`src/rtl/core/nfrm_pkg.sv`:
```
// ----------------------------------------------------------------------------
// nfrm_pkg
// Types and constants shared by the read-response parser and the touch report
// logic of the register mirror core.
// ----------------------------------------------------------------------------
package nfrm_pkg;

  localparam logic [7:0] START_BYTE = 8'hC0;
  localparam int unsigned TOUCH_BIT = 7;

  localparam int unsigned ADDR_W = 12;
  localparam int unsigned PTR_W  = 7;

  // Mirror entries that feed the touch report.
  localparam logic [PTR_W-1:0] ADDR_STAT1 = 7'd1;
  localparam logic [PTR_W-1:0] ADDR_X_HI  = 7'd3;
  localparam logic [PTR_W-1:0] ADDR_X_LO  = 7'd4;
  localparam logic [PTR_W-1:0] ADDR_Y_HI  = 7'd5;
  localparam logic [PTR_W-1:0] ADDR_Y_LO  = 7'd6;

  typedef struct packed {
    logic [7:0] rx_byte;
    logic       end_of_read;
  } in_item_t;

  typedef struct packed {
    logic        touching;
    logic        position_valid;
    logic [15:0] x_position;
    logic [15:0] y_position;
  } out_item_t;

  typedef enum logic [2:0] {
    PH_HUNT,
    PH_ADDR_HI,
    PH_ADDR_LO,
    PH_CNT_HI,
    PH_CNT_LO,
    PH_DATA_HI,
    PH_DATA_LO,
    PH_IDLE
  } phase_t;

  // Parser to report logic: one mirror write and the frame-complete strobe.
  typedef struct packed {
    logic             wr_en;
    logic [PTR_W-1:0] wr_addr;
    logic [7:0]       wr_data;
    logic             frame_done;
  } mirror_ctl_t;

endpackage

```
`src/rtl/core/nfrm_parser.sv`:
```
// ----------------------------------------------------------------------------
// nfrm_parser
// Frame parser: hunts for the start byte, assembles address and count from
// nibble pairs and issues one mirror write per data pair.
// ----------------------------------------------------------------------------
module nfrm_parser import nfrm_pkg::*; #(
  parameter int unsigned MIRROR_ENTRIES = 113
) (
  input  logic        clk,
  input  logic        rst_n,
  input  logic        step,
  input  in_item_t    item,
  output mirror_ctl_t ctl
);

  phase_t              phase_r, phase_nxt;
  logic [7:0]          hold_r, hold_nxt;
  logic [ADDR_W-1:0]   cnt_r, cnt_nxt;
  logic [PTR_W-1:0]    wptr_r, wptr_nxt;

  logic [ADDR_W-1:0]   pair;
  logic                addr_bad;
  logic                at_end;

  assign pair     = {hold_r, 4'h0} | {4'h0, item.rx_byte};
  assign addr_bad = pair >= ADDR_W'(MIRROR_ENTRIES);
  assign at_end   = ({1'b0, wptr_r} + 8'd1) >= 8'(MIRROR_ENTRIES);

  always_comb begin
    phase_nxt = phase_r;
    hold_nxt  = hold_r;
    cnt_nxt   = cnt_r;
    wptr_nxt  = wptr_r;
    case (phase_r)
      PH_HUNT: begin
        if (item.rx_byte == START_BYTE) begin
          phase_nxt = PH_ADDR_HI;
        end
      end
      PH_ADDR_HI: begin
        hold_nxt  = item.rx_byte;
        phase_nxt = PH_ADDR_LO;
      end
      PH_ADDR_LO: begin
        if (addr_bad) begin
          phase_nxt = PH_IDLE;
        end else begin
          wptr_nxt  = pair[PTR_W-1:0];
          phase_nxt = PH_CNT_HI;
        end
      end
      PH_CNT_HI: begin
        hold_nxt  = item.rx_byte;
        phase_nxt = PH_CNT_LO;
      end
      PH_CNT_LO: begin
        cnt_nxt   = pair;
        phase_nxt = (pair == '0) ? PH_IDLE : PH_DATA_HI;
      end
      PH_DATA_HI: begin
        hold_nxt  = item.rx_byte;
        phase_nxt = PH_DATA_LO;
      end
      PH_DATA_LO: begin
        cnt_nxt = cnt_r - ADDR_W'(1);
        if (cnt_r == ADDR_W'(1) || at_end) begin
          phase_nxt = PH_IDLE;
        end else begin
          wptr_nxt  = wptr_r + PTR_W'(1);
          phase_nxt = PH_DATA_HI;
        end
      end
      default: begin
      end
    endcase
    // The last byte of a read is still parsed, then the parser rearms.
    if (item.end_of_read) begin
      phase_nxt = PH_HUNT;
    end
  end

  always_comb begin
    ctl.wr_en      = 1'b0;
    ctl.wr_addr    = wptr_r;
    ctl.wr_data    = pair[7:0];
    ctl.frame_done = 1'b0;
    case (phase_r)
      PH_CNT_LO: begin
        ctl.frame_done = step && (pair == '0);
      end
      PH_DATA_LO: begin
        ctl.wr_en      = step && ({1'b0, wptr_r} < 8'(MIRROR_ENTRIES));
        ctl.frame_done = step && (cnt_r == ADDR_W'(1) || at_end);
      end
      default: begin
      end
    endcase
  end

  always_ff @(posedge clk) begin
    if (!rst_n) begin
      phase_r <= PH_HUNT;
      hold_r  <= '0;
      cnt_r   <= '0;
      wptr_r  <= '0;
    end else if (step) begin
      phase_r <= phase_nxt;
      hold_r  <= hold_nxt;
      cnt_r   <= cnt_nxt;
      wptr_r  <= wptr_nxt;
    end
  end

endmodule

```
`src/rtl/core/nfrm_report.sv`:
```
// ----------------------------------------------------------------------------
// nfrm_report
// Holds the mirror bytes that the touch report reads and forms the report
// from them, with the write of the current cycle already applied.
// ----------------------------------------------------------------------------
module nfrm_report import nfrm_pkg::*; (
  input  logic        clk,
  input  logic        rst_n,
  input  mirror_ctl_t ctl,
  output out_item_t   report
);

  // Only status register 1 and the four position bytes are ever read back,
  // so those are the only mirror entries kept in flops.
  logic [7:0] stat1_r, stat1_nxt;
  logic [7:0] x_hi_r, x_hi_nxt;
  logic [7:0] x_lo_r, x_lo_nxt;
  logic [7:0] y_hi_r, y_hi_nxt;
  logic [7:0] y_lo_r, y_lo_nxt;

  always_comb begin
    stat1_nxt = (ctl.wr_en && ctl.wr_addr == ADDR_STAT1) ? ctl.wr_data : stat1_r;
    x_hi_nxt  = (ctl.wr_en && ctl.wr_addr == ADDR_X_HI)  ? ctl.wr_data : x_hi_r;
    x_lo_nxt  = (ctl.wr_en && ctl.wr_addr == ADDR_X_LO)  ? ctl.wr_data : x_lo_r;
    y_hi_nxt  = (ctl.wr_en && ctl.wr_addr == ADDR_Y_HI)  ? ctl.wr_data : y_hi_r;
    y_lo_nxt  = (ctl.wr_en && ctl.wr_addr == ADDR_Y_LO)  ? ctl.wr_data : y_lo_r;
  end

  always_comb begin
    report.touching       = stat1_nxt[TOUCH_BIT];
    report.x_position     = {x_hi_nxt, x_lo_nxt};
    report.y_position     = {y_hi_nxt, y_lo_nxt};
    report.position_valid = report.touching && (report.x_position != '0) &&
                            (report.y_position != '0);
  end

  always_ff @(posedge clk) begin
    if (!rst_n) begin
      stat1_r <= '0;
      x_hi_r  <= '0;
      x_lo_r  <= '0;
      y_hi_r  <= '0;
      y_lo_r  <= '0;
    end else begin
      stat1_r <= stat1_nxt;
      x_hi_r  <= x_hi_nxt;
      x_lo_r  <= x_lo_nxt;
      y_hi_r  <= y_hi_nxt;
      y_lo_r  <= y_lo_nxt;
    end
  end

endmodule

```
`src/rtl/core/nibble_frame_register_mirror_core.sv`:
```
// ----------------------------------------------------------------------------
// nibble_frame_register_mirror_core
// Parses a touch controller's read response byte by byte into a register
// mirror and issues a touch report for each completed frame.
//
//   channel | direction | handshake            | payload
//   in_     | input     | in_valid / in_ready  | in_data  (in_item_t)
//   out_    | output    | out_valid / out_ready| out_data (out_item_t)
//
// One byte can be taken every cycle while the result register is free or drains.
// A byte is parsed from the input register when it moves on, and the report
// is registered in the result register as the byte that completes the frame is
// parsed. A report that waits in the result register and is not taken in the
// current cycle stalls parsing, and with it the input.
// Reset is synchronous on rst_n and returns the parser to hunting for the
// start byte with the mirrored report bytes cleared.
// ----------------------------------------------------------------------------
module nibble_frame_register_mirror_core import nfrm_pkg::*; #(
  parameter int unsigned MIRROR_ENTRIES = 113
) (
  input  logic      clk,
  input  logic      rst_n,
  input  logic      in_valid,
  output logic      in_ready,
  input  in_item_t  in_data,
  output logic      out_valid,
  input  logic      out_ready,
  output out_item_t out_data
);

  logic        in_valid_r;
  in_item_t    in_data_r;
  logic        out_valid_r;
  out_item_t   out_data_r;
  logic        step;
  mirror_ctl_t ctl;
  out_item_t   report;

  // A parsed byte moves on whenever the result register is free or drains.
  assign step     = in_valid_r && (!out_valid_r || out_ready);
  assign in_ready = !in_valid_r || step;

  nfrm_parser #(
    .MIRROR_ENTRIES(MIRROR_ENTRIES)
  ) u_parser (
    .clk   (clk),
    .rst_n (rst_n),
    .step  (step),
    .item  (in_data_r),
    .ctl   (ctl)
  );

  nfrm_report u_report (
    .clk    (clk),
    .rst_n  (rst_n),
    .ctl    (ctl),
    .report (report)
  );

  always_ff @(posedge clk) begin
    if (!rst_n) begin
      in_valid_r <= 1'b0;
    end else if (in_ready) begin
      in_valid_r <= in_valid;
    end
  end

  always_ff @(posedge clk) begin
    if (in_valid && in_ready) begin
      in_data_r <= in_data;
    end
  end

  always_ff @(posedge clk) begin
    if (!rst_n) begin
      out_valid_r <= 1'b0;
    end else if (ctl.frame_done) begin
      out_valid_r <= 1'b1;
    end else if (out_ready) begin
      out_valid_r <= 1'b0;
    end
  end

  always_ff @(posedge clk) begin
    if (ctl.frame_done) begin
      out_data_r <= report;
    end
  end

  assign out_valid = out_valid_r;
  assign out_data  = out_data_r;

endmodule
```
`config.mk`:
```
export PLATFORM = sky130hd
export DESIGN_NAME = nibble_frame_register_mirror_core
export DESIGN_NICKNAME = d
export VERILOG_FILES = /design/src/rtl/core/nfrm_pkg.sv /design/src/rtl/core/nfrm_parser.sv /design/src/rtl/core/nfrm_report.sv /design/src/rtl/core/nibble_frame_register_mirror_core.sv
export SDC_FILE = /design/constraint.sdc
export NUM_CORES = 1
export LEC_CHECK = 0
export ABC_AREA = 1
export BUFFER_PORTS_ARGS = -buffer_cell sky130_fd_sc_hd__buf_2
export CORE_ASPECT_RATIO = 1.4
export CORE_UTILIZATION = 63
export DETAILED_ROUTE_END_ITERATION = 16
export PLACE_DENSITY_LB_ADDON = 0.12
export SKIP_CTS_REPAIR_TIMING = 1
export SYNTH_ARGS = -nofsm -noshare
export SYNTH_HDL_FRONTEND = slang
export SYNTH_SLANG_ARGS = --single-unit
```
`constraint.sdc`:
```
create_clock -name clk -period 6.3 [get_ports clk]
set_clock_uncertainty 0.15 [all_clocks]
set_input_delay 0.315 -clock clk [delete_from_list [all_inputs] [get_ports clk]]
set_output_delay 0.315 -clock clk [all_outputs]
set_load 0.02 [all_outputs]
```
Word level (Yosys, flattened, before mapping)
Index checks and enable logic that the tools add are counted.
{ "totals": {"word_cells": 90, "output_inout_bits": 36, "register_bits": 115, "inputBits": 13} }
{ "classes": {"magnitude_cmp": 3, "n_addsub": 3, "bitwise": 1, "mux": 19, "n_reduce_logical": 30, "n_eq_ne": 16} }
{ "ops": {"columns": ["op", "count"], "rows": [
  ["2-to-1 mux 8 bit", 5],
  ["nonzero test 16 bit", 2],
  ["one-hot mux 12 bit (2 select lines)", 1],
  ["equality test 7 x 3 -> 1 bit (second input constant)", 3],
  ["one-hot mux 3 bit (7 select lines)", 1],
  ["2-to-1 mux 7 bit", 2],
  ["one-hot mux 7 bit (2 select lines)", 1],
  ["equality test 12 x 1 -> 1 bit (second input constant)", 1],
  [">= comparator 12 x 7 -> 1 bit (second input constant)", 1],
  ["logical AND 1 bit", 12],
  ["zero test 12 bit", 1],
  ["bitwise OR 12 x 8 -> 12 bit", 1],
  ["subtractor 12 x 1 -> 12 bit (second input constant)", 1],
  ["equality test 3 bit (second input constant)", 3],
  ["2-to-1 mux 3 bit", 3],
  ["adder 7 x 1 -> 8 bit (second input constant)", 1],
  ["equality test 8 bit (second input constant)", 1],
  [">= comparator 8 x 7 -> 1 bit (second input constant)", 1],
  ["nonzero test 8 bit", 1],
  ["adder 7 x 1 -> 7 bit (second input constant)", 1],
  ["equality test 7 x 1 -> 1 bit (second input constant)", 1],
  ["equality test 7 x 2 -> 1 bit (second input constant)", 1],
  ["less-than comparator 7 bit (second input constant)", 1],
  ["equality test 3 x 2 -> 1 bit (second input constant)", 2],
  ["other kinds (14)", 24]
]} }

Longest topological paths before layout
{ "depth": {"ltp_word": 10, "ltp_mapped": 15, "depth_no_buf": 14} }

Hierarchy
From an unflattened synthesis, not the netlist that was laid out.
{ "unflattened": {"cells_unflattened": 623, "area_unflattened_um2": 5058.6} }
{ "modules_own_cells": {"columns": ["mod", "area_per_inst_um2", "seq_area_each_um2", "cells_each", "instances"], "rows": [
  ["nfrm_parser", 2035.7, 600.6, 321, 1],
  ["nfrm_report", 1637.8, 660.6, 247, 1],
  ["nibble_frame_register_mirror_core", 1385.1, 1331.3, 55, 1]
]} }

Worst setup path after synthesis
OpenSTA, ideal clock, no wires.
{ "synth_path": {"kind": "reg2reg", "from": "reg u_parser.wptr_r[0]", "to": "reg out_data_r (netlist bit out_data[0]) (enable)", "setup_slack_ns": 3.783, "setup_time_ns": 0.389, "t_arrival_ns": 1.978, "stages_incl_launch_ff": 11, "synth_period_minus_slack_ns": 2.517, "path_buffers": 0, "t_required_ns": 5.761, "path_cell_list": "dfxtp_1 ha_1 nand2_1 inv_1 nand2_1 xor2_1 nor2_1 nand3_1 nand2_1 o21ai_0 inv_1"} }
{ "synth_rtl": {"columns": ["element", "line_no", "source"], "rows": [
  ["start: declaration", "nfrm_parser.sv:19", "logic [PTR_W-1:0] wptr_r, wptr_nxt;"],
  ["start signal: assignment", "nfrm_parser.sv:110", "wptr_r <= wptr_nxt;"],
  ["end signal: assignment", "nibble_frame_register_mirror_core.sv:86", "out_data_r <= report;"],
  ["end: declaration", "nibble_frame_register_mirror_core.sv:34", "out_item_t out_data_r;"]
]} }

==> impl_metrics.ini <==
[status]
status = complete, no violations

[global_routing]
grt-busiest-layer = met2
grt_use_total_pct = 27.8
grt_max_degree = 46
use_met2_pct = 49.9
grt_pass1_wl_um = 17400
antenna_found_initial = 0
use_met1_pct = 31.1
grt_overflow_total = 0
grt_pass1_vias = 3873
met3_usage_pct = 3.61

[placed_design]
dp_hpwl_um = 7820
portBuffers = 48
dpl.cell_count = 731
gp_congestion = 0.869

[worst_setup_path]
critPathLaunchType = register
cp_num_buf_inv = 3
crit_type = reg2reg
critical-path-top-delay-family = buffers and inverters
crit_arrival_ns = 2.69
cp_max_fo = 34
critPathCaptureType = register
crit_required_ns = 6.19
crit_chain = nand3_4 -> inv_1 -> nand2_1 -> nor2_1 -> nand3_1 -> nand2_1 -> o21ai_0 -> inv_1 -> buf_4
crit_path_max_incr_delay_ns = 0.52
cp_slowest_cell = dfxtp_1

[flow_run]
cap_viol_max_count = 0

[clocking]
clk_pin_slew_ns = 0.10
ctsRootBufferMaster = clkbuf_8
cts_buffer_depth = 2
cts_tree = yes
h-tree-depth = 3
clock-sinks = 108
numCtsBuffers = 9
worstSkewPairLatency_ns = 0.38

[die]
row_count = 37
ios = 49
fp.dieH_um = 106
die-area_um2 = 8110
initial_core_util_pct = 65.9
core_um2 = 7410
die_w_um = 76.4

[cells_and_area]
multi_input_area_um2 = 1910
layout_common_cells = nand2_1, nor2_1, inv_1
antennaDiodeCount = 0
fin_nets = 674
final_common_cell = nand2_1
area_growth_pct = 10.9
ff_latch_area_um2 = 2590
num-fill-cells = 604
drive_gt1_share_pct = 12.8
final_cell_count_no_fill = 754

[synthesis]
syn_inst = 602
synth_area_um2 = 4880
synth_top_area_share_pct = 26.6
ys_async_sr_fraction_pct = 0
yosysTopAreaCell = dfxtp_1
ys_seq_area_share_pct = 53.1
synth_flop_cell = dfxtp_1
synth_area_per_cell_um2 = 8.11
synthTopCellsByArea = dfxtp_1, edfxtp_1, nand2_1, nor2_1, inv_1
ys_seq_elements = 108
synthDistinctLibCells = 35
yosys_warnings = 0
synth_edf_count = 43
synth_nets = 622

[pwr]
leakagePower_nw = 2.48
ir_worst_vdd_uv = 164
power-per-cell-area_nw_per_um2 = 210

[sta]
fin_crit_sh_pct = 44.5
fin_crit_ns = 2.81
tightestPinTransition_ns = 0.783
setup_tns_ns = 0
timing.slew.headroom_pct = 47.7
hold_violations = 0
rsz0062_at_grt = false
setup_viol = 0
fmax_mhz = 356
report.final.slew_viol_count = 0

[routing]
routed_via_density = 5.37
ant_nets = 0
drtIter0Drc = 233
drc = 0
wl_per_cell_um = 14.3
firstDrtPassIters = 5
via_count = 4049
finalWirelength_um = 10800

[hold_path]
hp-class = in2reg
-- registers in the layout, summed over array words and instances (netlist names) --
name / flops
u_parser.wptr_r: 7
in_data_r: 9
u_parser.hold_r: 8
u_report.y_lo_r: 8
u_parser.phase_r: 3
out_valid: 1
out_data: 34
u_report.x_lo_r: 8
u_parser.cnt_r: 12
u_report.y_hi_r: 8
in_valid_r: 1
u_report.x_hi_r: 8
u_report.stat1_r: 1
-- worst paths after layout --
check	start	endpoint	slack [ns]	cells past startpoint
max	u_parser.phase_r[1]	out_data[21]	3.49	9
min	in_valid	in_valid_r	0.06	3
max reg2reg	u_parser.phase_r[1]	out_data[21]	3.49	9
min reg2reg	u_report.x_hi_r[5]	u_report.x_hi_r[5]	0.32	2
-- worst reg2reg max path, stage by stage (launching register included) --
cell     delay (ns)
dfxtp_1        0.52
nand3_4        0.29
inv_1          0.40
nand2_1        0.10
nor2_1         0.13
nand3_1        0.12
nand2_1        0.12
o21ai_0        0.13
inv_1          0.10
buf_4          0.38
-- area by class of cell --
cell class	count	area share (%)
clock buffers	9	2.29
clock inverters	5	0.577
inverters	78	5.45
multi-input cells	398	35.2
flip-flops and latches	108	47.8
well taps	97	2.24
repair buffers	59	6.37
-- power by group --
part / total (mW) / switching [mW] / internal, mW
Clock: 0.361 / 0.223 / 0.138
Sequential: 0.736 / 0.00825 / 0.728
Combinational: 0.0427 / 0.0297 / 0.0130
-- metal layers --
layer | routed length, um | share of wire, %
met5 | 0 | 0
met3 | 454 | 4.2
met2 | 5570 | 52
met4 | 416 | 3.9
met1 | 4340 | 40
-- synth_stat cells (3+ instances only) --
master,n
a21oi_1,40
o21ai_0,37
clkbuf_1,9
nand4_1,17
xor2_1,4
nand3_1,33
inv_1,75
edfxtp_1,43
nor3_1,6
ha_1,7
nand2_1,133
a31oi_1,5
o21ai_1,4
dfxtp_1,65
buf_2,7
nand2_2,5
nor2_1,85
o211ai_1,3
nor2_2,4
-- logic make-up after synthesis --
family                     after synthesis  synth area share, %
adders and majority gates                7                 1.79
and+or+nand+nor                        292                 26.2
AOI/OAI and AO/OA                       94                 10.2
DFF                                    108                 53.1
xor gates and xnor gates                 5                0.896
buffers and inverters                   96                 7.84
-- per-stage QoR --
| stage | util (%) | setup slack (ns) | area [um2] | power [mW] | hold WS [ns] |
|---|---|---|---|---|---|
| after floorplan | - | 3.78 | 4880 | 0.772 | 0.264 |
| after global placement | 69.8 | 3.65 | 5170 | 0.789 | 0.306 |
| after detailed placement | 69.8 | 3.56 | 5170 | 0.789 | 0.312 |
| after CTS | 71.9 | 3.54 | 5330 | 1.14 | -0.0486 |
| after global routing | 73.2 | 3.24 | 5420 | 1.17 | 0.0742 |
| final | 73.2 | 3.49 | 5420 | 1.14 | 0.0631 |
Power figures use the tool's default switching activity.
